`config.mk`:
```
export PLATFORM = sky130hd
export DESIGN_NAME = websocket_frame_deframer
export DESIGN_NICKNAME = d
export VERILOG_FILES = /design/src/wsd_pkg.sv /design/src/websocket_frame_deframer.sv /design/src/wsd_parser.sv
export SDC_FILE = /design/constraint.sdc
export NUM_CORES = 1
export LEC_CHECK = 0
export BUFFER_PORTS_ARGS = -buffer_cell sky130_fd_sc_hd__buf_2
export CAP_MARGIN = 20
export CORE_AREA = 5 5 158 100
export DETAILED_ROUTE_END_ITERATION = 8
export DIE_AREA = 0 0 163 105
export PLACE_DENSITY = 0.74
export SLEW_MARGIN = 5
export SYNTH_ARGS = -nofsm -noshare
export SYNTH_HDL_FRONTEND = slang
export SYNTH_SLANG_ARGS = --single-unit
```
`constraint.sdc`:
```
create_clock -name clk_i -period 4.5 [get_ports clk_i]
set_input_delay 0.675 -clock clk_i [delete_from_list [all_inputs] [get_ports clk_i]]
set_output_delay 0.675 -clock clk_i [all_outputs]
set_load 0.05 [all_outputs]
```
`src/wsd_pkg.sv`:
```
// Shared types and constants for the WebSocket frame deframer.
// No dependencies; imported by wsd_parser and websocket_frame_deframer.
package wsd_pkg;

  typedef enum logic [4:0] {
    PhHdr0    = 5'b00001,
    PhHdr1    = 5'b00010,
    PhExt     = 5'b00100,
    PhPayload = 5'b01000,
    PhHalt    = 5'b10000
  } phase_e;

  typedef enum logic [1:0] {
    StOpen   = 2'd0,
    StClosed = 2'd1,
    StError  = 2'd2
  } status_e;

  typedef enum logic [1:0] {
    KindSkip = 2'd0,
    KindMsg  = 2'd1,
    KindPing = 2'd2
  } kind_e;

  localparam logic [3:0] OpCont  = 4'h0;
  localparam logic [3:0] OpText  = 4'h1;
  localparam logic [3:0] OpBin   = 4'h2;
  localparam logic [3:0] OpClose = 4'h8;
  localparam logic [3:0] OpPing  = 4'h9;

  localparam logic [6:0] Len16Code = 7'd126;
  localparam logic [6:0] Len64Code = 7'd127;
  localparam logic [3:0] Ext16Bytes = 4'd2;
  localparam logic [3:0] Ext64Bytes = 4'd8;
  localparam logic [6:0] PingMax   = 7'd125;

  typedef struct packed {
    kind_e   kind;
    logic    msg_end;
    status_e status;
  } result_t;

  function automatic logic is_data_op(input logic [3:0] op);
    return (op == OpCont) || (op == OpText) || (op == OpBin);
  endfunction

endpackage

```
`src/websocket_frame_deframer.sv`:
```
// Top level of the WebSocket frame deframer: input register, parser, result register.
// Depends on wsd_pkg and wsd_parser.
//
//   channel | signals                                           | direction
//   rx      | rx_valid_i, rx_stall_o, rx_byte_i                 | in
//   out     | out_valid_o, out_stall_i, out_byte_o, byte_kind_o, | out
//           | message_end_o, link_status_o                      |
//
// One byte per cycle sustained while the output is not stalled; a byte reaches the output
// through the input register, then parser logic into the result register.
// Reset clears the parse state, the sticky link status and both valid flags.
// Output stall holds the result register; the input register keeps taking a byte
// while a result waits, and rx_stall_o rises only when both registers are full.
module websocket_frame_deframer
  import wsd_pkg::*;
(
  input  logic       clk_i,
  input  logic       rst_ni,
  input  logic       rx_valid_i,
  output logic       rx_stall_o,
  input  logic [7:0] rx_byte_i,
  output logic       out_valid_o,
  input  logic       out_stall_i,
  output logic [7:0] out_byte_o,
  output logic [1:0] byte_kind_o,
  output logic       message_end_o,
  output logic [1:0] link_status_o
);

  logic       in_vld_q;
  logic [7:0] in_byte_q;
  logic       out_vld_q;
  logic [7:0] out_byte_q;
  result_t    out_res_q;
  result_t    res;
  logic       out_free;
  logic       adv;
  logic       in_take;

  assign out_free   = !out_vld_q || !out_stall_i;
  assign adv        = in_vld_q && out_free;
  assign rx_stall_o = in_vld_q && !out_free;
  assign in_take    = rx_valid_i && !rx_stall_o;

  wsd_parser u_parser (
    .clk_i  (clk_i),
    .rst_ni (rst_ni),
    .step_i (adv),
    .byte_i (in_byte_q),
    .res_o  (res)
  );

  always_ff @(posedge clk_i or negedge rst_ni) begin
    if (!rst_ni) begin
      in_vld_q  <= 1'b0;
      out_vld_q <= 1'b0;
    end else begin
      if (in_take) in_vld_q <= 1'b1;
      else if (adv) in_vld_q <= 1'b0;
      if (out_free) out_vld_q <= adv;
    end
  end

  always_ff @(posedge clk_i) begin
    if (in_take) in_byte_q <= rx_byte_i;
    if (adv) begin
      out_byte_q <= in_byte_q;
      out_res_q  <= res;
    end
  end

  assign out_valid_o   = out_vld_q;
  assign out_byte_o    = out_byte_q;
  assign byte_kind_o   = out_res_q.kind;
  assign message_end_o = out_res_q.msg_end;
  assign link_status_o = out_res_q.status;

endmodule

```
`src/wsd_parser.sv`:
```
// Frame header/payload parser: holds the parse state and classifies one byte per step.
// Depends on wsd_pkg.
module wsd_parser
  import wsd_pkg::*;
(
  input  logic       clk_i,
  input  logic       rst_ni,
  input  logic       step_i,
  input  logic [7:0] byte_i,
  output result_t    res_o
);

  phase_e      phase_q, phase_d;
  logic        final_q, final_d;
  logic [3:0]  opcode_q, opcode_d;
  logic [3:0]  ext_left_q, ext_left_d;
  logic [63:0] pay_left_q, pay_left_d;
  logic        nonempty_q, nonempty_d;
  logic [6:0]  ping_cnt_q, ping_cnt_d;
  status_e     status_q, status_d;

  logic        eof;
  logic        msg_end;
  kind_e       kind;
  logic [6:0]  len7;

  always_comb begin
    phase_d    = phase_q;
    final_d    = final_q;
    opcode_d   = opcode_q;
    ext_left_d = ext_left_q;
    pay_left_d = pay_left_q;
    nonempty_d = nonempty_q;
    ping_cnt_d = ping_cnt_q;
    status_d   = status_q;
    eof        = 1'b0;
    msg_end    = 1'b0;
    kind       = KindSkip;
    len7       = byte_i[6:0];

    unique case (phase_q)
      PhHdr0: begin
        final_d  = byte_i[7];
        opcode_d = byte_i[3:0];
        phase_d  = PhHdr1;
      end
      PhHdr1: begin
        if (byte_i[7]) begin
          status_d = StError;
          phase_d  = PhHalt;
        end else begin
          ping_cnt_d = '0;
          pay_left_d = '0;
          if (len7 == Len16Code) begin
            ext_left_d = Ext16Bytes;
            phase_d    = PhExt;
          end else if (len7 == Len64Code) begin
            ext_left_d = Ext64Bytes;
            phase_d    = PhExt;
          end else begin
            pay_left_d = {57'd0, len7};
            if (len7 == '0) eof = 1'b1;
            else phase_d = PhPayload;
          end
        end
      end
      PhExt: begin
        pay_left_d = {pay_left_q[55:0], byte_i};
        ext_left_d = ext_left_q - 4'd1;
        if (ext_left_d == '0) begin
          if (pay_left_d == '0) eof = 1'b1;
          else phase_d = PhPayload;
        end
      end
      PhPayload: begin
        if (is_data_op(opcode_q)) begin
          kind       = KindMsg;
          nonempty_d = 1'b1;
        end else if ((opcode_q == OpPing) && (ping_cnt_q < PingMax)) begin
          kind       = KindPing;
          ping_cnt_d = ping_cnt_q + 7'd1;
        end
        pay_left_d = pay_left_q - 64'd1;
        if (pay_left_d == '0) eof = 1'b1;
      end
      default: ;
    endcase

    if (eof) begin
      phase_d = PhHdr0;
      if (opcode_d == OpClose) begin
        status_d = StClosed;
        phase_d  = PhHalt;
      end else if (final_d && nonempty_d && is_data_op(opcode_d)) begin
        msg_end    = 1'b1;
        nonempty_d = 1'b0;
      end
    end
  end

  assign res_o = '{kind: kind, msg_end: msg_end, status: status_d};

  always_ff @(posedge clk_i or negedge rst_ni) begin
    if (!rst_ni) begin
      phase_q    <= PhHdr0;
      final_q    <= 1'b0;
      opcode_q   <= '0;
      ext_left_q <= '0;
      pay_left_q <= '0;
      nonempty_q <= 1'b0;
      ping_cnt_q <= '0;
      status_q   <= StOpen;
    end else if (step_i) begin
      phase_q    <= phase_d;
      final_q    <= final_d;
      opcode_q   <= opcode_d;
      ext_left_q <= ext_left_d;
      pay_left_q <= pay_left_d;
      nonempty_q <= nonempty_d;
      ping_cnt_q <= ping_cnt_d;
      status_q   <= status_d;
    end
  end

endmodule
```
==> qor.txt <==
Outcome -> complete, no violations
FF-to-FF Start -> u_parser.pay_left_q[0]
Crit end category -> flop
CTS max path bufs -> 2
Total Wirelength -> 22000 µm
Vias/cell -> 6.66
Syn avg cell area -> 8.43 µm²
Post-CTS sizing -> 0
FILL cells -> 1266
GP Congestion -> 0.976
CP max stage delay -> 0.51 ns
Clock-pin transition on the worst setup and hold timing paths -> 0.09 ns
Design Area, Final -> 7760 µm²
Die area -> 17100 µm²
Crit. Startpoint -> u_parser.pay_left_q[0]
Critical-path cell list -> inv_1 -> ha_1 -> nor3b_1 -> and3_1 -> and4bb_1 -> nand4b_1 -> xnor2_1 -> nor4_2 -> and4_1 -> a41oi_4 -> a21oi_4 -> mux2_4
Setup violators final -> 0
Clock root buffer -> clkbuf_16
Clock Skews -> 0.0153 ns
Most common cell in the synthesized netlist -> o21ai_0
Slowest CP cell -> nor3b_1
CTS tree -> yes
Critical Path Sink -> u_parser.phase_q[2]
Initial antenna violation count -> 0
Num CTS Buffers -> 9
Top-area cell type share of the netlist area -> 0.310
Post-layout net count -> 864
Tot Pwr -> 5.05 mW
Hold_ws -> 0.416 ns
Yosys reg bits -> 111
Number of cells on the critical path -> 12
Top Family by Delay on Critical Path -> simple AND/OR/NAND/NOR gates
Reg2reg end -> u_parser.phase_q[2]
Data arrival, critical path -> 4.27 ns
Total gr overflow -> 0
Clk_lat worst skew -> 0.37 ns
Synth Net Count -> 871
Compound-gate portion of the synthesized area -> 0.209
Largest net degree at the start of global routing -> 85
Max-slew violation count -> 0
Sequential cell area fraction in the yosys report -> 0.401
Adder-Cell Fraction of Synth Area -> 0.0104
Ratio of cells with drive above 1 in the final layout -> 0.118
Least-Margin Pin Slew -> 0.918 ns
Total number of yosys warnings -> 0
Area leader, netlist -> dfrtp_1
Die W -> 163 µm
WP buf/inv -> 1
Post-Synth Simple-Gate Area -> 0.278
Hpwl dp -> 15200 µm
Mux contribution to synthesized area -> 0.0113
N_diodes -> 0
Vias in the first global route -> 6380
First-pass GRT wire length -> 35700 µm
RSZ-0062 raised after global routing -> no
Max FO, Critical Path -> 10
Mapped Cells -> 853
Top post-synthesis cells by count -> o21ai_0, nor2_1, dfrtp_1
Lkg Pwr -> 3.14 nW
Cell area after placement -> 7430 µm²
Power Density -> 651 nW/µm²
Worst EP required -> 4.75 ns
Die Y -> 105 µm
Synth area leaders -> dfrtp_1, edfxtp_1, o21ai_0
CORE AREA -> 14100 µm²
Synth Cell Area -> 7190 µm²
Hold_buf cts -> 0
R2R depth -> 12
Period utilization -> 0.893
WS Path Type -> flop to flop
Dpl cells -> 1033
Routed length per instance -> 21.0 µm
Post-synth ARST share -> 0.811
Peak supply drop -> 424 µV
Residual DRC count -> 0
Final Non-Filler Cells -> 1049
HP Class -> input port to async pin
Top FF cell, synth -> dfrtp_1
1st-pass router iterations -> 6
Max-Cap Viols -> 0
Hold Violations, Final -> 0
FMAX -> 0.249 GHz
Worst reg-to-reg setup slack -> 0.48 ns
Max_slew headroom -> 0.388
H-tree depth -> 3
Total GRT Usage -> 0.259
Startpoint Class -> flop
EDFF count, synth -> 21
Initial Util -> 0.509
Fin crit period -> 4.02 ns
Row count -> 34
Post-route ant nets -> 0
Setup bufs post-CTS -> 0
Buffers added on ports -> 26
Distinct cells, synth -> 72
Overall via count from detail_route -> 6982
Initial DRC count -> 952
XOR/XNOR share of the synthesized area -> 0.0426
Area grow syn2layout -> 7.84%
Clock sink count -> 111
Total negative slack -> 0 ns
Ports -> 27
Main combinational cell family by area after synthesis -> simple AND/OR/NAND/NOR gates
-- final cells by class --
class	count	area, µm²	area share
clock buffers	9	225	0.0290
repair buffers	41	245	0.0316
inverters	22	82.6	0.0106
flip-flops and latches	111	2880	0.372
well taps	198	248	0.0319
clock inverters	7	104	0.0134
multi-input cells	661	3970	0.512
-- cell usage in the layout, fill, tap and decap left out, types with 25 or more instances in the layout --
cell / n
nor2_1: 101
nor3_1: 57
nand2_1: 51
buf_2: 25
a21oi_1: 74
nor4_1: 25
dfrtp_1: 89
o21ai_0: 106
xnor2_1: 25
-- report_power, final --
part           switching, mW  total (mW)  leakage (nW)  internal (mW)
clock network          0.471       0.888         0.159          0.417
registers              0.342        1.55          1.40           1.21
logic                   1.75        2.61          1.57          0.855
-- cells by family (layout without fill, tap and decap cells) --
kind of cell,count (synthesis),after routing
xor gates and xnor gates,35,35
and+or+nand+nor,357,357
DFF,111,111
buffers and inverters,81,79
adders and majority gates,6,6
muxes,7,7
AOI/OAI and AO/OA,256,256
-- worst min-delay path by stage --
stage / startpoint / to / slack, ns
final: rst_ni / in_vld_q / 0.42
after global routing: rx_byte_i[5] / in_byte_q[5] / 0.46
after CTS: rx_byte_i[5] / in_byte_q[5] / 0.47
after detailed placement: in_vld_q / out_valid_o / 0.49
after global placement: u_parser.final_q / u_parser.final_q / 0.47
after floorplan: rst_ni / in_vld_q / 0.38
-- through the flow --
step | setup WS [ns] | util
global placement | 0.718 | 0.526
CTS | 0.580 | 0.549
floorplan | 1.14 | -
detailed placement | 0.605 | 0.526
finish | 0.480 | 0.549
global route | 0.305 | 0.549
-- per-layer routing --
layer	wire length, µm	GRT usage
met1	10100	0.407
met2	8470	0.327
met3	3150	0.106
met4	287	0.0539
met5	0	0
-- flip-flops by register name, summed over array words and instances, names as in the netlist, 2 cells and up --
signal	count
u_parser.status_q	2
byte_kind_o	2
u_parser.phase_q	5
in_byte_q	8
u_parser.ping_cnt_q	7
u_parser.pay_left_q	64
out_byte_o	8
u_parser.ext_left_q	4
link_status_o	2
u_parser.opcode_q	4
Power figures use the tool's default switching activity.
